==> config.mk <==
export PLATFORM = sky130hd
export DESIGN_NAME = printf_subset_formatter_core
export DESIGN_NICKNAME = d
export VERILOG_FILES = /design/src/sv/psf_pkg.sv /design/src/sv/psf_front.sv /design/src/sv/psf_fifo.sv /design/src/sv/psf_back.sv /design/src/sv/printf_subset_formatter_core.sv
export VERILOG_INCLUDE_DIRS = /design/src /design/src/sv
export SDC_FILE = /design/constraint.sdc
export NUM_CORES = 1
export LEC_CHECK = 0
export ABC_AREA = 0
export BUFFER_PORTS_ARGS = -buffer_cell sky130_fd_sc_hd__buf_4
export CORE_UTILIZATION = 56
export CTS_CLUSTER_DIAMETER = 100
export DETAILED_ROUTE_END_ITERATION = 7
export PLACE_DENSITY = 0.86
export SLEW_MARGIN = 25
export SYNTH_ARGS = -nofsm -noshare
export SYNTH_HDL_FRONTEND = slang
export SYNTH_HIERARCHICAL = 1
export SYNTH_SLANG_ARGS = --single-unit
==> constraint.sdc <==
create_clock -name clk_i -period 4.1 [get_ports clk_i]
set_input_delay 0.615 -clock clk_i [delete_from_list [all_inputs] [get_ports clk_i]]
set_output_delay 0.615 -clock clk_i [all_outputs]
set_load 0.1 [all_outputs]
==> src/sv/printf_subset_formatter_core_defines.svh <==
// Assertion macros for the formatter core.
`ifndef PRINTF_SUBSET_FORMATTER_CORE_DEFINES_SVH
`define PRINTF_SUBSET_FORMATTER_CORE_DEFINES_SVH
`ifndef SYNTHESIS
`define PSF_ASSERT(label, clk, rst_n, prop) \
  label: assert property (@(posedge clk) disable iff (!rst_n) prop) \
    else $error("assertion failed");
`define PSF_ASSERT_NEVER(label, clk, rst_n, cond) \
  label: assert property (@(posedge clk) disable iff (!rst_n) !(cond)) \
    else $error("forbidden condition");
`else
`define PSF_ASSERT(label, clk, rst_n, prop)
`define PSF_ASSERT_NEVER(label, clk, rst_n, cond)
`endif
`endif

==> src/sv/psf_pkg.sv <==
`default_nettype none
package psf_pkg;
  localparam int unsigned BufferSizeDefault = 256;
  localparam int unsigned QueueDepth = 4;

  typedef enum logic [2:0] {
    OP_CHAR,
    OP_DEC,
    OP_SDEC,
    OP_HEX,
    OP_BAD,
    OP_DONE,
    OP_BADDONE
  } op_e;

  typedef struct packed {
    op_e         op;
    logic [7:0]  ch;
    logic [31:0] arg;
  } cmd_t;

  localparam logic [7:0] ChPct  = 8'h25;
  localparam logic [7:0] ChLowD = 8'h64;
  localparam logic [7:0] ChLowU = 8'h75;
  localparam logic [7:0] ChLowX = 8'h78;
  localparam logic [7:0] ChLowC = 8'h63;
  localparam logic [7:0] ChMinus = 8'h2d;
  localparam logic [7:0] ChZero = 8'h30;
  localparam logic [7:0] ChLowA = 8'h61;
  localparam logic [7:0] ChCr   = 8'h0d;
  localparam logic [7:0] ChLf   = 8'h0a;

  function automatic logic [7:0] bad_char(input logic [2:0] i);
    logic [7:0] c;
    case (i)
      3'd0: c = 8'h5b;
      3'd1: c = 8'h42;
      3'd2: c = 8'h41;
      3'd3: c = 8'h44;
      3'd4: c = 8'h46;
      3'd5: c = 8'h4d;
      3'd6: c = 8'h54;
      default: c = 8'h5d;
    endcase
    return c;
  endfunction
endpackage
`default_nettype wire

==> src/sv/psf_front.sv <==
`default_nettype none
// Classifies format bytes into commands; tracks the pending '%'.
module psf_front (
  input  wire logic               clk_i,
  input  wire logic               rst_ni,
  input  wire logic               push_i,
  output logic                    full_o,
  input  wire logic [7:0]         fmt_char_i,
  input  wire logic [31:0]        arg_value_i,
  output logic                    cmd_valid_o,
  output psf_pkg::cmd_t           cmd_o,
  input  wire logic               cmd_ready_i
);
  logic expect_q, expect_d;
  logic acc;
  psf_pkg::cmd_t cmd;
  logic emit;

  assign full_o = !cmd_ready_i;
  assign acc = push_i && cmd_ready_i;

  always_comb begin
    cmd.ch  = fmt_char_i;
    cmd.arg = arg_value_i;
    cmd.op  = psf_pkg::OP_CHAR;
    emit    = 1'b1;
    expect_d = expect_q;
    if (!expect_q) begin
      if (fmt_char_i == 8'd0) begin
        cmd.op = psf_pkg::OP_DONE;
      end else if (fmt_char_i == psf_pkg::ChPct) begin
        emit = 1'b0;
        expect_d = 1'b1;
      end
    end else begin
      expect_d = 1'b0;
      unique case (fmt_char_i)
        8'd0:           cmd.op = psf_pkg::OP_BADDONE;
        psf_pkg::ChLowD: cmd.op = psf_pkg::OP_SDEC;
        psf_pkg::ChLowU: cmd.op = psf_pkg::OP_DEC;
        psf_pkg::ChLowX: cmd.op = psf_pkg::OP_HEX;
        psf_pkg::ChLowC: cmd.ch = arg_value_i[7:0];
        psf_pkg::ChPct:  cmd.ch = psf_pkg::ChPct;
        default:        cmd.op = psf_pkg::OP_BAD;
      endcase
    end
  end

  assign cmd_valid_o = acc && emit;
  assign cmd_o = cmd;

  always_ff @(posedge clk_i or negedge rst_ni) begin
    if (!rst_ni) begin
      expect_q <= 1'b0;
    end else if (acc) begin
      expect_q <= expect_d;
    end
  end
endmodule
`default_nettype wire

==> src/sv/psf_fifo.sv <==
`default_nettype none
// Small command queue between front and back.
module psf_fifo #(
  parameter int unsigned Depth = psf_pkg::QueueDepth
) (
  input  wire logic          clk_i,
  input  wire logic          rst_ni,
  input  wire logic          wr_i,
  input  wire psf_pkg::cmd_t wdata_i,
  output logic               ready_o,
  output logic               valid_o,
  output psf_pkg::cmd_t      rdata_o,
  input  wire logic          rd_i
);
  localparam int unsigned AW = (Depth > 1) ? $clog2(Depth) : 1;
  psf_pkg::cmd_t mem_q [Depth];
  logic [AW-1:0] wp_q, rp_q;
  logic [AW:0]   cnt_q;
  logic do_wr, do_rd;

  assign ready_o = cnt_q != (AW+1)'(Depth);
  assign valid_o = cnt_q != '0;
  assign rdata_o = mem_q[rp_q];
  assign do_wr = wr_i && ready_o;
  assign do_rd = rd_i && valid_o;

  always_ff @(posedge clk_i) begin
    if (do_wr) mem_q[wp_q] <= wdata_i;
  end

  always_ff @(posedge clk_i or negedge rst_ni) begin
    if (!rst_ni) begin
      wp_q <= '0;
      rp_q <= '0;
      cnt_q <= '0;
    end else begin
      if (do_wr) wp_q <= (wp_q == AW'(Depth-1)) ? '0 : wp_q + 1'b1;
      if (do_rd) rp_q <= (rp_q == AW'(Depth-1)) ? '0 : rp_q + 1'b1;
      cnt_q <= cnt_q + (AW+1)'(do_wr) - (AW+1)'(do_rd);
    end
  end
endmodule
`default_nettype wire

==> src/sv/psf_back.sv <==
`default_nettype none
// Executes: shift-and-add-3 decimal conversion, then one character per cycle if popped.
module psf_back #(
  parameter int unsigned BufferSize = psf_pkg::BufferSizeDefault
) (
  input  wire logic          clk_i,
  input  wire logic          rst_ni,
  input  wire logic          cmd_valid_i,
  input  wire psf_pkg::cmd_t cmd_i,
  output logic               cmd_pop_o,
  output logic               empty_o,
  input  wire logic          pop_i,
  output logic [7:0]         out_char_o,
  output logic [7:0]         char_count_o,
  output logic               done_res_o,
  output logic               last_o
);
  localparam int unsigned LimRaw = (BufferSize > 1) ? BufferSize - 1 : 0;
  localparam logic [7:0] Limit = (LimRaw > 255) ? 8'd255 : 8'(LimRaw);

  typedef enum logic [2:0] {
    S_IDLE, S_CONV, S_LEN, S_MINUS, S_DIG, S_BAD, S_CR, S_OUT
  } state_e;

  state_e          state_q;
  logic [7:0]      count_q;
  logic            hidden_q;
  logic [31:0]     work_q;
  logic [4:0]      bit_q;
  logic [9:0][3:0] dig_q;
  logic [3:0]      nd_q;
  logic            neg_q;
  logic [2:0]      bi_q;
  logic            bad_done_q;
  logic            ovalid_q;
  logic [7:0]      och_q, ocnt_q;
  logic            odone_q, olast_q;

  logic            oslot;
  logic            go;
  logic [39:0]     dd_adj_w;
  logic [9:0][3:0] dd_next;

  logic            pc_store, pc_show, pc_lf, pc_lim;
  logic [7:0]      pc_cnt;
  logic [7:0]      cur_ch;
  logic            cur_last;
  logic            emit;
  logic [7:0]      e_ch, e_cnt;
  logic            e_done, e_last;

  function automatic logic [7:0] dchar(input logic [3:0] d);
    return (d < 4'd10) ? psf_pkg::ChZero + {4'd0, d}
                       : psf_pkg::ChLowA + {4'd0, d - 4'd10};
  endfunction

  // add 3 to every BCD digit of 5 or more before the next shift
  function automatic logic [39:0] dd_adj(input logic [39:0] b);
    logic [39:0] r;
    r = b;
    for (int i = 0; i < 10; i++) begin
      if (b[4*i +: 4] >= 4'd5) r[4*i +: 4] = b[4*i +: 4] + 4'd3;
    end
    return r;
  endfunction

  // significant digits, at least one
  function automatic logic [3:0] dlen(input logic [9:0][3:0] d);
    logic [3:0] n;
    n = 4'd1;
    for (int i = 1; i < 10; i++) begin
      if (d[i] != 4'd0) n = 4'(i + 1);
    end
    return n;
  endfunction

  assign oslot = !ovalid_q || pop_i;
  assign go = (state_q == S_IDLE) && cmd_valid_i && oslot;
  assign cmd_pop_o = go;
  assign empty_o = !ovalid_q;
  assign out_char_o = och_q;
  assign char_count_o = ocnt_q;
  assign done_res_o = odone_q;
  assign last_o = olast_q;

  assign dd_adj_w = dd_adj(dig_q);
  assign dd_next = {dd_adj_w[38:0], work_q[31]};

  // one put_char step and the result it loads
  always_comb begin
    cur_ch = 8'd0;
    case (state_q)
      S_IDLE:  cur_ch = cmd_i.ch;
      S_MINUS: cur_ch = psf_pkg::ChMinus;
      S_DIG:   cur_ch = dchar(dig_q[nd_q - 4'd1]);
      S_BAD:   cur_ch = psf_pkg::bad_char(bi_q);
      default: ;
    endcase
    pc_store = count_q < Limit;
    pc_cnt = count_q + 8'd1;
    // this character fills the buffer: the rest of the item is dropped
    pc_lim = pc_cnt == Limit;
    pc_show = pc_store && !hidden_q && (cur_ch != 8'd0);
    pc_lf = cur_ch == psf_pkg::ChLf;
    case (state_q)
      S_MINUS: cur_last = pc_lim;
      S_DIG:   cur_last = (nd_q == 4'd1) || pc_lim;
      S_BAD:   cur_last = !bad_done_q && ((bi_q == 3'd7) || pc_lim);
      default: cur_last = 1'b1;
    endcase

    emit = 1'b0;
    e_ch = cur_ch;
    e_cnt = pc_cnt;
    e_done = 1'b0;
    e_last = cur_last;
    case (state_q)
      S_IDLE: if (go) begin
        if (cmd_i.op == psf_pkg::OP_CHAR && pc_show) begin
          emit = 1'b1;
          if (pc_lf) begin
            e_ch = psf_pkg::ChCr;
            e_last = 1'b0;
          end
        end else if (cmd_i.op == psf_pkg::OP_DONE) begin
          emit = 1'b1;
          e_ch = 8'd0;
          e_cnt = count_q;
          e_done = 1'b1;
          e_last = 1'b1;
        end
      end
      S_MINUS, S_DIG, S_BAD: emit = oslot && pc_show;
      S_CR: begin
        emit = oslot;
        e_ch = psf_pkg::ChLf;
        e_cnt = ocnt_q;
        e_last = 1'b1;
      end
      S_OUT: begin
        emit = oslot;
        e_ch = 8'd0;
        e_cnt = count_q;
        e_done = 1'b1;
        e_last = 1'b1;
      end
      default: ;
    endcase
  end

  always_ff @(posedge clk_i or negedge rst_ni) begin
    if (!rst_ni) begin
      state_q <= S_IDLE;
      count_q <= '0;
      hidden_q <= 1'b0;
      work_q <= '0;
      bit_q <= '0;
      dig_q <= '0;
      nd_q <= '0;
      neg_q <= 1'b0;
      bi_q <= '0;
      bad_done_q <= 1'b0;
      ovalid_q <= 1'b0;
      och_q <= '0;
      ocnt_q <= '0;
      odone_q <= 1'b0;
      olast_q <= 1'b0;
    end else begin
      if (emit) begin
        ovalid_q <= 1'b1;
        och_q <= e_ch;
        ocnt_q <= e_cnt;
        odone_q <= e_done;
        olast_q <= e_last;
      end else if (pop_i) begin
        ovalid_q <= 1'b0;
      end
      unique case (state_q)
        S_IDLE: if (go) begin
          bad_done_q <= cmd_i.op == psf_pkg::OP_BADDONE;
          bi_q <= '0;
          bit_q <= '0;
          neg_q <= (cmd_i.op == psf_pkg::OP_SDEC) && cmd_i.arg[31];
          case (cmd_i.op) inside
            psf_pkg::OP_CHAR: if (pc_store) begin
              count_q <= pc_cnt;
              if (cur_ch == 8'd0) hidden_q <= 1'b1;
              if (pc_show && pc_lf) state_q <= S_CR;
            end
            psf_pkg::OP_DONE: begin
              count_q <= '0;
              hidden_q <= 1'b0;
            end
            psf_pkg::OP_BAD, psf_pkg::OP_BADDONE: state_q <= S_BAD;
            psf_pkg::OP_HEX: begin
              // hex digits are the nibbles themselves
              dig_q <= {8'd0, cmd_i.arg};
              state_q <= S_LEN;
            end
            psf_pkg::OP_DEC, psf_pkg::OP_SDEC: begin
              work_q <= (cmd_i.op == psf_pkg::OP_SDEC && cmd_i.arg[31])
                        ? ~cmd_i.arg + 32'd1 : cmd_i.arg;
              dig_q <= '0;
              state_q <= S_CONV;
            end
            default: ;
          endcase
        end
        S_CONV: begin
          dig_q <= dd_next;
          work_q <= {work_q[30:0], 1'b0};
          bit_q <= bit_q + 5'd1;
          if (bit_q == 5'd31) state_q <= S_LEN;
        end
        S_LEN: begin
          nd_q <= dlen(dig_q);
          state_q <= neg_q ? S_MINUS : S_DIG;
        end
        S_MINUS, S_DIG, S_BAD: if (oslot) begin
          if (pc_store) count_q <= pc_cnt;
          if (state_q == S_MINUS) begin
            state_q <= S_DIG;
          end else if (state_q == S_DIG) begin
            nd_q <= nd_q - 4'd1;
            if (nd_q == 4'd1) state_q <= S_IDLE;
          end else begin
            bi_q <= bi_q + 3'd1;
            if (bi_q == 3'd7) state_q <= bad_done_q ? S_OUT : S_IDLE;
          end
        end
        S_CR: if (oslot) state_q <= S_IDLE;
        S_OUT: if (oslot) begin
          count_q <= '0;
          hidden_q <= 1'b0;
          bad_done_q <= 1'b0;
          state_q <= S_IDLE;
        end
        default: state_q <= S_IDLE;
      endcase
    end
  end
endmodule
`default_nettype wire

==> src/sv/printf_subset_formatter_core.sv <==
// A plain byte's command passes through the command queue and the registered result stage;
// %u/%d run a shift-and-add-3 conversion, then size the number (worst %d: sign, 10 digits).
// The back end emits at most one result per cycle while results are taken; it takes no new
// command until the current one is done; a full 4-entry queue raises full.
// Reset: asynchronous, active low; clears count, hidden flag, pending '%' and queues.
`default_nettype none
`include "printf_subset_formatter_core_defines.svh"
module printf_subset_formatter_core #(
  parameter int unsigned BufferSize = psf_pkg::BufferSizeDefault,
  parameter int unsigned QueueDepth = psf_pkg::QueueDepth
) (
  input  wire logic        clk_i,
  input  wire logic        rst_ni,
  input  wire logic        push,
  output logic             full,
  input  wire logic [7:0]  fmt_char_i,
  input  wire logic [31:0] arg_value_i,
  output logic             empty,
  input  wire logic        pop,
  output logic [7:0]       out_char_o,
  output logic [7:0]       char_count_o,
  output logic             done_res_o,
  output logic             last_o
);
  // front: classify; queue: decouple; back: convert and emit
  logic          f_valid, q_ready, q_valid, b_pop;
  psf_pkg::cmd_t f_cmd, q_cmd;

  psf_front u_front (
    .clk_i, .rst_ni, .push_i(push), .full_o(full),
    .fmt_char_i, .arg_value_i,
    .cmd_valid_o(f_valid), .cmd_o(f_cmd), .cmd_ready_i(q_ready)
  );

  psf_fifo #(.Depth(QueueDepth)) u_fifo (
    .clk_i, .rst_ni, .wr_i(f_valid), .wdata_i(f_cmd), .ready_o(q_ready),
    .valid_o(q_valid), .rdata_o(q_cmd), .rd_i(b_pop)
  );

  psf_back #(.BufferSize(BufferSize)) u_back (
    .clk_i, .rst_ni, .cmd_valid_i(q_valid), .cmd_i(q_cmd), .cmd_pop_o(b_pop),
    .empty_o(empty), .pop_i(pop), .out_char_o, .char_count_o, .done_res_o, .last_o
  );

  // closing result always ends the item's results
  `PSF_ASSERT(a_done_last, clk_i, rst_ni, (!empty && done_res_o) |-> last_o)
  // closing result carries a NUL
  `PSF_ASSERT(a_done_nul, clk_i, rst_ni, (!empty && done_res_o) |-> out_char_o == 8'd0)
  // a waiting result holds while not taken
  `PSF_ASSERT(a_hold, clk_i, rst_ni, (!empty && !pop) |=> (!empty && $stable(out_char_o)))
endmodule
`default_nettype wire
==> results_dict.tcl, run 1 <==
set metrics [dict create \
    outcome "finished clean" \
    grt_pass1_vias 10800 \
    async_flop_share 0.4209 \
    min_period_over_period 0.9600 \
    power_leakage_uw 0.006726 \
    slew_headroom 0.4234 \
    clk_pin_slew_ns 0.06 \
    grt.overflow.total 0 \
    ios 64 \
    grt_usage 0.2585 \
    post-route-min-period_ns 3.936 \
    port_buffers 63 \
    synth_edf_count 172 \
    cts_buffers 31 \
    syn_inst 1339 \
    grt_max_degree 70 \
    synth_seq_area_share 0.5353 \
    cts-root-buf "clkbuf_16" \
    rr_worst_depth 11 \
    cts_buffer_depth 3 \
    muxShareOfSynthArea 0.09546 \
    stdcell_count 1744 \
    cts_tree "done" \
    synth_top_family_by_area "compound AO/OA/AOI/OAI gates" \
    synth_common_cells "172 x edfxtp_1, 142 x o21ai_0, 130 x nand2_1" \
    ys.warnings.count 6 \
    crit_type "reg2reg" \
    r2r_start "u_fifo/rp_q[0]$_DFFE_PN0P_" \
    hold_violations 0 \
    coreArea_mm2 0.02703 \
    r2r_setup_slack_ns 0.16 \
    crit_start "u_fifo/rp_q[0]$_DFFE_PN0P_" \
    r2r_end "u_back/work_q[30]$_DFFE_PN0P_" \
    drt-total-wl_um 36230 \
    syn_area_per_cell_um2 11.57 \
    maxSlewViolCount 0 \
    yosysTopAreaCell "edfxtp_1" \
    synthXorXnorAreaFrac 0.03335 \
    tightest_slew_ns 0.8648 \
    firstDrtPassIters 5 \
    maxCapViolCount 0 \
    dp_hpwl_um 23810 \
    use_met1 0.3533 \
    fillers 1933 \
    route.vias.total 11120 \
    start_util 0.5732 \
    synth_top_area_frac 0.3334 \
    die_area_mm2 0.02833 \
    die_h_um 168.3 \
    clock.fmax_mhz 254.1 \
    rsz0062_at_grt "no" \
    synthAdderAreaFrac 0.03440 \
    skew_ns 0.01225 \
    insertion_delay_ns 0.57 \
    synth-compound-area-share 0.1382 \
    setup_viol 0 \
    grt_use_met3 0.03855 \
    critPathRequiredTime_ns 4.55 \
    placedCellCount 1685 \
    peakVddDrop_uv 604.2 \
    synthSimpleGateAreaFrac 0.1149 \
    fin_tns_setup_ns 0 \
    synth_cell_types 91 \
    place_congestion 0.9290 \
    critPathArrivalTime_ns 4.39 \
    cp-end-kind "register" \
    grt_pass1_wl_um 57730 \
    synth-seq-cells 297 \
    drc 0 \
    min_path_type "in2async" \
    synth.net_count 1425 \
    viasPerCell 6.378 \
    gr-max-usage-layer "met2" \
    ant_nets 0 \
    n_antenna_cell 0 \
    die_w_um 168.3 \
    use_met2 0.4286 \
    antenna_found_initial 0 \
    post-synth-top-count-cell "edfxtp_1" \
    ys.flop_type "edfxtp_1" \
    wl_per_cell_um 20.77 \
    netlist_area_mm2 0.01549 \
    htree_levels 1 \
    syn_to_final_growth_pct 10.98 \
    power_density_mw_per_mm2 849.6 \
    crit_end "u_back/work_q[30]$_DFFE_PN0P_" \
    critical_path.max_fanout 11 \
    final_nets 1464 \
    cts_setup_buffers 0 \
    drt_iter0_drc 1103 \
    cts_sinks 297 \
    std_cell_rows 60 \
    worstSetupStartpointType "register" \
    layout-drive-gt1-share 0.1696 \
    ys_top_cells_by_area "edfxtp_1 33%, dfrtp_1 20%, mux4_2 4.8%" \
]
-- cells by family after synthesis --
family / count (synthesis)
AND/OR/NAND/NOR: 357
AO/OA/AOI/OAI: 354
flip-flops: 297
buffers and inverters: 152
multiplexers: 78
XOR/XNOR: 59
adder cells (fa/ha/maj): 42
-- registers in the layout, indices dropped and copies added, names as in the netlist --
name and cells:
u_fifo/rp_q 2, u_front/expect_q 1, u_back/dig_q 40, u_back/nd_q 4
u_back/bad_done_q 1, u_back/bi_q 3, u_fifo/mem_q 172, u_back/done_res_o 1
u_fifo/wp_q 2, u_back/count_q 8, u_back/state_q 3, u_back/hidden_q 1
u_back/work_q 32, u_back/ovalid_q 1, u_back/neg_q 1, u_fifo/cnt_q 3
u_back/char_count_o 8, u_back/bit_q 5, u_back/out_char_o 8, u_back/last_o 1
-- cell usage in the layout (no fill, tap or decap), types with 31 or more instances in the layout --
cell type,netlist,routed
xnor2_1,31,31
buf_4,33,102
edfxtp_1,172,172
o21ai_0,142,140
inv_1,52,52
dfrtp_1,125,123
ha_1,41,41
nand2_1,130,130
nor2_1,80,79
mux4_2,33,33
clkbuf_16,0,31
a21oi_1,102,102
-- critical path: stages (launching register included) --
cell and delay, ns:
dfrtp_4 0.54, buf_4 0.29, mux4_1 0.68, nor4_4 0.41, nand3b_1 0.16, or4_4 0.52, nand2b_4 0.17, o31ai_4 0.30
a21bo_1 0.25, xnor2_1 0.14, o21ai_1 0.07, mux2_2 0.29
-- through the flow --
stage                     hold slack (ns)  setup slack, ns  cell area [µm²]  power (µW)  utilization
final                              0.1362           0.1641            17190       14610       0.6362
after global routing               0.2107         0.003849            17190       15440       0.6362
after CTS                          0.1738          0.06259            17150       14470       0.6347
after detailed placement           0.4712          0.09958            16210       11720       0.5999
after global placement             0.4630           0.2701            16180       11410       0.5988
after floorplan                    0.3194           0.2167            15490        9844            -
-- how the worst min path moves through the flow --
stage                                      start                       endpoint  slack [ns]  depth (start not counted)
finish                                    rst_ni   u_back/dig_q[10]$_DFFE_PN0P_        0.14                          1
global route                              rst_ni   u_back/dig_q[10]$_DFFE_PN0P_        0.21                          1
CTS                                       rst_ni  u_back/work_q[17]$_DFFE_PN0P_        0.17                          1
detailed placement  u_back/work_q[8]$_DFFE_PN0P_   u_back/work_q[8]$_DFFE_PN0P_        0.47                          2
global placement    u_back/work_q[9]$_DFFE_PN0P_   u_back/work_q[9]$_DFFE_PN0P_        0.46                          2
floorplan                                 rst_ni  u_back/bad_done_q$_DFFE_PN0P_        0.32                          0
-- cell type report --
type | instances | area [µm²] | area share
well taps | 341 | 426.7 | 0.02482
clock buffers | 42 | 817.0 | 0.04752
flip-flops and latches | 297 | 8298 | 0.4826
repair buffers | 105 | 833.3 | 0.04847
multi-input cells | 890 | 6495 | 0.3778
clock inverters | 16 | 123.9 | 0.007205
inverters | 53 | 198.9 | 0.01157
-- power breakdown --
group	switching, µW	leakage (µW)	internal [µW]
sequential	675	0.00318	4090
clock	1170	0.000457	1460
combinational	4520	0.00309	2690
-- repair_timing --
action / in CTS / in global routing
endpoints found under the setup margin: 0 / 7
hold buffers: 0 / 0
gates resized for setup: 0 / 6
-- routing by layer --
| layer | vias to the layer above | share of wire |
|---|---|---|
| met4 | 0 | 0.030 |
| met2 | 562 | 0.48 |
| met1 | 5454 | 0.41 |
| met5 | - | 0 |
| met3 | 95 | 0.078 |
| li1 | 5012 | - |
No activity file was read; power rests on OpenSTA's default activity.
==> inputs of run 2 (changes only) <==
--- a/config.mk
+++ b/config.mk
@@ -15,5 +15,4 @@
 export SLEW_MARGIN = 25
 export SYNTH_ARGS = -nofsm -noshare
 export SYNTH_HDL_FRONTEND = slang
-export SYNTH_HIERARCHICAL = 1
 export SYNTH_SLANG_ARGS = --single-unit
==> results_dict.tcl, run 2 <==
set metrics [dict create \
    synth_top_area_frac 0.3441 \
    die_area_mm2 0.02747 \
    wl_per_cell_um 21.52 \
    clk_pin_slew_ns 0.07 \
    firstDrtPassIters 8 \
    synthAdderAreaFrac 0.03467 \
    synth_common_cells "172 x edfxtp_1, 125 x dfrtp_1, 114 x o21ai_0" \
    post-route-min-period_ns 3.649 \
    critical_path.max_fanout 16 \
    place_congestion 0.9349 \
    start_util 0.5728 \
    min_path_type "in2async" \
    violations "DRC" \
    power_density_mw_per_mm2 871.3 \
    synth-compound-area-share 0.1390 \
    maxCapViolCount 0 \
    ios 64 \
    coreArea_mm2 0.02621 \
    final_nets 1434 \
    outcome "complete, but fails checks" \
    critPathBufInv 3 \
    ys_top_cells_by_area "edfxtp_1 34%, dfrtp_1 21%, mux4_2 6.8%" \
    cts_buffers 30 \
    synth.net_count 1362 \
    port_buffers 63 \
    clock.fmax_mhz 274.1 \
    drt-total-wl_um 36740 \
    largestRegisters "u_fifo.mem_q: 172 flops, u_back.dig_q: 40 flops, u_back.work_q: 32 flops" \
    grt_usage 0.2697 \
    most-common-layout-cells "172 x edfxtp_1, 123 x dfrtp_1, 113 x o21ai_0" \
    viasPerCell 6.550 \
    cts-root-buf "clkbuf_16" \
    worstSetupStartpointType "register" \
    syn_inst 1277 \
    synth_cell_types 75 \
    grt_pass1_wl_um 59210 \
    cts_setup_buffers 0 \
    insertion_delay_ns 0.56 \
    synth_edf_count 172 \
    cts_buffer_depth 3 \
    post-route-util 0.6500 \
    cts_hold_buf 0 \
    skew_ns 0.02212 \
    cts_tree "done" \
    critPathRequiredTime_ns 4.54 \
    peakVddDrop_uv 699.3 \
    layout_commonest_cell "edfxtp_1" \
    largest-register "u_fifo.mem_q" \
    power_leakage_uw 0.006565 \
    post-synth-top-count-cell "edfxtp_1" \
    critPathArrivalTime_ns 4.09 \
    layout-drive-gt1-share 0.1618 \
    stdcell_count 1707 \
    drt_iter0_drc 1341 \
    grt_pass1_vias 11040 \
    grt_max_degree 57 \
    cp_slowest_cell "ha_1" \
    synth_top_family_by_area "compound AO/OA/AOI/OAI gates" \
    htree_levels 1 \
    muxShareOfSynthArea 0.09193 \
    ant_nets 0 \
    min_period_over_period 0.8900 \
    dp_hpwl_um 24570 \
    drc 2 \
    route.vias.total 11180 \
    antenna_found_initial 0 \
    synthSimpleGateAreaFrac 0.1230 \
    ys.warnings.count 0 \
    fin_tns_setup_ns 0 \
    synth-seq-cells 297 \
    crit_type "reg2reg" \
    cts_resized 0 \
    rsz0062_at_grt "no" \
    std_cell_rows 59 \
    path_delay_family "compound AO/OA/AOI/OAI gates" \
    ys.flop_type "edfxtp_1" \
    setup_viol 0 \
    die_w_um 165.7 \
    slew_headroom 0.4207 \
    cts_sinks 297 \
    seq_area_mm2 0.008295 \
    cp_cell_sequence "inv_1 -> ha_1 -> buf_4 -> o21ai_0 -> o22ai_1 -> inv_1 -> ha_1 -> or3_1 -> a31oi_1 -> a2111oi_0 -> a211oi_1 -> o31ai_1" \
    async_flop_share 0.4209 \
    hold_violations 0 \
    largest_reg_flops 172 \
    synth_seq_area_share 0.5524 \
    n_antenna_cell 0 \
    cp-end-kind "register" \
    syn_to_final_growth_pct 13.48 \
    maxSlewViolCount 0 \
    tightest_slew_ns 0.8657 \
    synthXorXnorAreaFrac 0.03151 \
    die_h_um 165.7 \
    syn_area_per_cell_um2 11.76 \
    placedCellCount 1652 \
    crit_path_max_incr_delay_ns 0.71 \
    multiInputGateArea_mm2 0.006337 \
    grt.overflow.total 0 \
    yosysTopAreaCell "edfxtp_1" \
    netlist_area_mm2 0.01501 \
    fillers 1775 \
]
## run 2: logic make-up (layout without fill, tap and decap cells)
| logic type | after synthesis | after routing |
|---|---|---|
| compound gates | 334 | 334 |
| xor+xnor | 54 | 54 |
| fa+ha+maj | 41 | 41 |
| buf+inv | 103 | 198 |
| flops | 297 | 297 |
| mux | 80 | 80 |
| simple gates | 368 | 368 |
## run 2: metrics by stage
step / power, µW / hold WS [ns] / instance area, µm² / setup WS [ns]
2_1_floorplan: 9802 / 0.3194 / 15020 / 0.1757
3_3_place_gp: 11410 / 0.4643 / 15970 / 0.6280
3_5_place_dp: 11720 / 0.4742 / 15970 / 0.4964
4_1_cts: 14760 / 0.1595 / 17040 / 0.4939
5_1_grt: 15660 / 0.1955 / 17040 / 0.1330
6_report: 14840 / 0.1384 / 17040 / 0.4510
## run 2: final cells by class
type | count | share of cell area
clock inverters | 17 | 0.01528
flip-flops and latches | 297 | 0.4870
well taps | 335 | 0.02461
repair buffers | 99 | 0.04436
inverters | 44 | 0.009695
clock buffers | 38 | 0.04708
multi-input cells | 877 | 0.3720
## run 2: where the power goes
part | total [µW] | leakage [µW] | switching, µW | internal [µW]
Sequential | 4760 | 0.00317 | 687 | 4080
Clock | 2940 | 0.000508 | 1170 | 1770
Combinational | 7140 | 0.00289 | 4520 | 2620
## run 2: routing by layer
layer	GRT usage	part of all wire	vias up
met3	0.03480	0.077	108
met5	0	0	-
met4	0.1040	0.033	0
met2	0.4545	0.49	587
met1	0.3594	0.40	5535
li1	-	-	4951
## run 2: final timing paths
| path | from | endpoint | slack [ns] | cells past startpoint |
|---|---|---|---|---|
| worst min-delay path | rst_ni | u_back.char_count_o[0]$_DFFE_PN0P_ | 0.14 | 1 |
| max in group asynchronous | rst_ni | u_back.work_q[11]$_DFFE_PN0P_ | 3.08 | 2 |
| worst max register to register | u_back.nd_q[1]$_DFFE_PN0P_ | u_back.out_char_o[0]$_DFFE_PN0P_ | 0.45 | 12 |
| min in group clk_i | arg_value_i[8] | u_fifo.mem_q[0][8]$_DFFE_PP_ | 0.26 | 1 |
| worst min register to register | u_back.out_char_o[6]$_DFFE_PN0P_ | u_back.out_char_o[6]$_DFFE_PN0P_ | 0.48 | 2 |
| worst max-delay path | u_back.nd_q[1]$_DFFE_PN0P_ | u_back.out_char_o[0]$_DFFE_PN0P_ | 0.45 | 12 |
==> inputs of run 3 (changes only) <==
--- a/config.mk
+++ b/config.mk
@@ -6,12 +6,12 @@
 export SDC_FILE = /design/constraint.sdc
 export NUM_CORES = 1
 export LEC_CHECK = 0
-export ABC_AREA = 0
+export ABC_AREA = 1
 export BUFFER_PORTS_ARGS = -buffer_cell sky130_fd_sc_hd__buf_4
-export CORE_UTILIZATION = 56
+export CORE_UTILIZATION = 65
 export CTS_CLUSTER_DIAMETER = 100
 export DETAILED_ROUTE_END_ITERATION = 7
-export PLACE_DENSITY = 0.86
+export PLACE_DENSITY = 0.93
 export SLEW_MARGIN = 25
 export SYNTH_ARGS = -nofsm -noshare
 export SYNTH_HDL_FRONTEND = slang
==> constraint.sdc (replaced) <==
create_clock -name clk_i -period 4.5 [get_ports clk_i]
set_input_delay 0.675 -clock clk_i [delete_from_list [all_inputs] [get_ports clk_i]]
set_output_delay 0.675 -clock clk_i [all_outputs]
set_load 0.1 [all_outputs]
==> results_dict.tcl, run 3 <==
set metrics [dict create \
    largest-register "u_fifo.mem_q" \
    port_buffers 63 \
    start_util 0.6681 \
    synth-compound-area-share 0.1569 \
    place_congestion 0.9558 \
    post-synth-top-count-cell "nand2_1" \
    most-common-layout-cells "400 x nand2_1, 198 x o21ai_0, 186 x inv_1" \
    insertion_delay_ns 0.56 \
    grt_pass1_wl_um 66330 \
    muxShareOfSynthArea 0 \
    peakVddDrop_uv 553.8 \
    synthXorXnorAreaFrac 0.02260 \
    synth_common_cells "400 x nand2_1, 198 x o21ai_0, 186 x inv_1" \
    synth_top_family_by_area "simple AND/OR/NAND/NOR gates" \
    dp_hpwl_um 26680 \
    ys_top_cells_by_area "edfxtp_1 33%, dfrtp_1 20%, nand2_1 9.5%" \
    netlist_area_mm2 0.01578 \
    r2r_setup_slack_ns 0.78 \
    r2r_start "u_fifo.rp_q[0]$_DFFE_PN0P_" \
    power_leakage_uw 0.007633 \
    cts_buffers 30 \
    cts_resized 0 \
    htree_levels 1 \
    firstDrtPassIters 6 \
    grt.overflow.total 0 \
    synth-seq-cells 297 \
    top_layer_used "met4" \
    n_antenna_cell 0 \
    ant_nets 0 \
    grt_max_degree 83 \
    crit_path_max_incr_delay_ns 0.68 \
    cts_buffer_depth 3 \
    cts_setup_buffers 0 \
    setup_viol 0 \
    std_cell_rows 56 \
    post-route-util 0.7436 \
    wl_per_cell_um 18.91 \
    syn_area_per_cell_um2 8.789 \
    post-route-min-period_ns 3.720 \
    dr_wl_met2_um 19670 \
    fillers 1536 \
    syn_to_final_growth_pct 11.29 \
    final_nets 1922 \
    cts_tree "done" \
    hold_violations 0 \
    wl_met1_um 16100 \
    viasPerCell 6.243 \
    critPathRequiredTime_ns 4.95 \
    grt_pass1_vias 12950 \
    largest_reg_flops 172 \
    synth_top_area_frac 0.3274 \
    crit_start "u_fifo.rp_q[0]$_DFFE_PN0P_" \
    die_area_mm2 0.02490 \
    coreArea_mm2 0.02361 \
    cp_common_cell "nand2_1" \
    crit_type "reg2reg" \
    synth_cell_types 52 \
    layout_commonest_cell "nand2_1" \
    die_h_um 157.8 \
    critPathArrivalTime_ns 4.17 \
    grt_usage 0.3427 \
    synthAdderAreaFrac 0.03299 \
    worstSetupStartpointType "register" \
    min_period_over_period 0.8266 \
    power_density_mw_per_mm2 830.5 \
    clk_pin_slew_ns 0.07 \
    ys.flop_type "edfxtp_1" \
    critical_path.max_fanout 82 \
    synthSimpleGateAreaFrac 0.1930 \
    slew_headroom 0.4140 \
    route.vias.total 13610 \
    cts_hold_buf 0 \
    rsz0062_at_grt "no" \
    skew_ns 0.01709 \
    cp-end-kind "register" \
    min_path_type "in2async" \
    outcome "finished clean" \
    tightest_slew_ns 0.8780 \
    ios 64 \
    fin_tns_setup_ns 0 \
    synth_seq_area_share 0.5257 \
    clock.fmax_mhz 268.8 \
    cp_slowest_cell "buf_4" \
    maxSlewViolCount 0 \
    cts-root-buf "clkbuf_16" \
    synth_edf_count 172 \
    cp_cell_sequence "buf_4 -> nand2_1 -> a32o_1 -> nor2_1 -> clkinv_1 -> nor2_1 -> nor2_2 -> o21ai_1 -> xor2_1 -> nand2_1 -> o211ai_1 -> nand2_1" \
    maxCapViolCount 0 \
    drc 0 \
    antenna_found_initial 0 \
    largestRegisters "u_fifo.mem_q: 172 flops, u_back.dig_q: 40 flops, u_back.work_q: 32 flops" \
    cts_sinks 297 \
    die_w_um 157.8 \
    ys.warnings.count 0 \
    wl_met3_um 3869 \
    synth.net_count 1880 \
    drt-total-wl_um 41230 \
    drt_iter0_drc 1682 \
    async_flop_share 0.4209 \
    syn_inst 1795 \
    yosysTopAreaCell "edfxtp_1" \
    layout-drive-gt1-share 0.1010 \
]
[run 3: worst paths after layout]
kind,end,depth (start not counted)
min,u_back.dig_q[23]$_DFFE_PN0P_,1
max,u_back.work_q[20]$_DFFE_PN0P_,12
max in group asynchronous,u_fifo.rp_q[0]$_DFFE_PN0P_,2
min reg2reg,u_back.out_char_o[4]$_DFFE_PN0P_,2
max reg2reg,u_back.work_q[20]$_DFFE_PN0P_,12
min in group clk_i,u_fifo.mem_q[0][14]$_DFFE_PP_,1
[run 3: layout make-up]
class | instances | area (µm²) | area share
clock buffer | 35 | 810.8 | 0.04618
inverter | 197 | 739.5 | 0.04211
timing repair buffer | 82 | 628.1 | 0.03577
tap | 319 | 399.1 | 0.02273
sequential | 297 | 8294 | 0.4724
multi-input combinational | 1229 | 6435 | 0.3665
clock inverter | 21 | 251.5 | 0.01432
[run 3: cells by family after synthesis]
group,Yosys count
buf+inv,269
fa+ha+maj,41
compound gates,425
simple gates,724
xor+xnor,39
flops,297
[run 3: worst max-delay path: cells and delay by family, from the launching register on]
kind / cells / cell delay, ns
AOI/OAI and AO/OA: 3 / 0.58
buffers and inverters: 2 / 1.14
DFF: 1 / 0.51
and+or+nand+nor: 6 / 1.18
xor gates and xnor gates: 1 / 0.18
[run 3: power by group]
part	switching (µW)	internal, µW	total, µW	leakage, µW
Sequential	476	3740	4220	0.00318
Combinational	5490	2200	7690	0.00395
Clock	1090	1580	2670	0.000506
[run 3: per-layer routing]
| metal | GRT usage | vias to the layer above |
|---|---|---|
| li1 | - | 6210 |
| met1 | 0.4584 | 6344 |
| met2 | 0.5664 | 900 |
| met3 | 0.05092 | 155 |
| met4 | 0.1318 | 0 |
| met5 | 0 | - |
[run 3: stage by stage]
step	instances	instance area [µm²]	setup slack (ns)	total power, µW	hold WS [ns]
6_report	2180	17560	0.7803	14580	0.2134
5_1_grt	2180	17560	0.4415	15580	0.3044
4_1_cts	2180	17560	0.8422	14410	0.2587
3_5_place_dp	2124	16500	0.8871	11630	0.4609
3_3_place_gp	2124	16500	1.011	11330	0.4630
2_1_floorplan	1795	15780	1.147	9857	0.3794
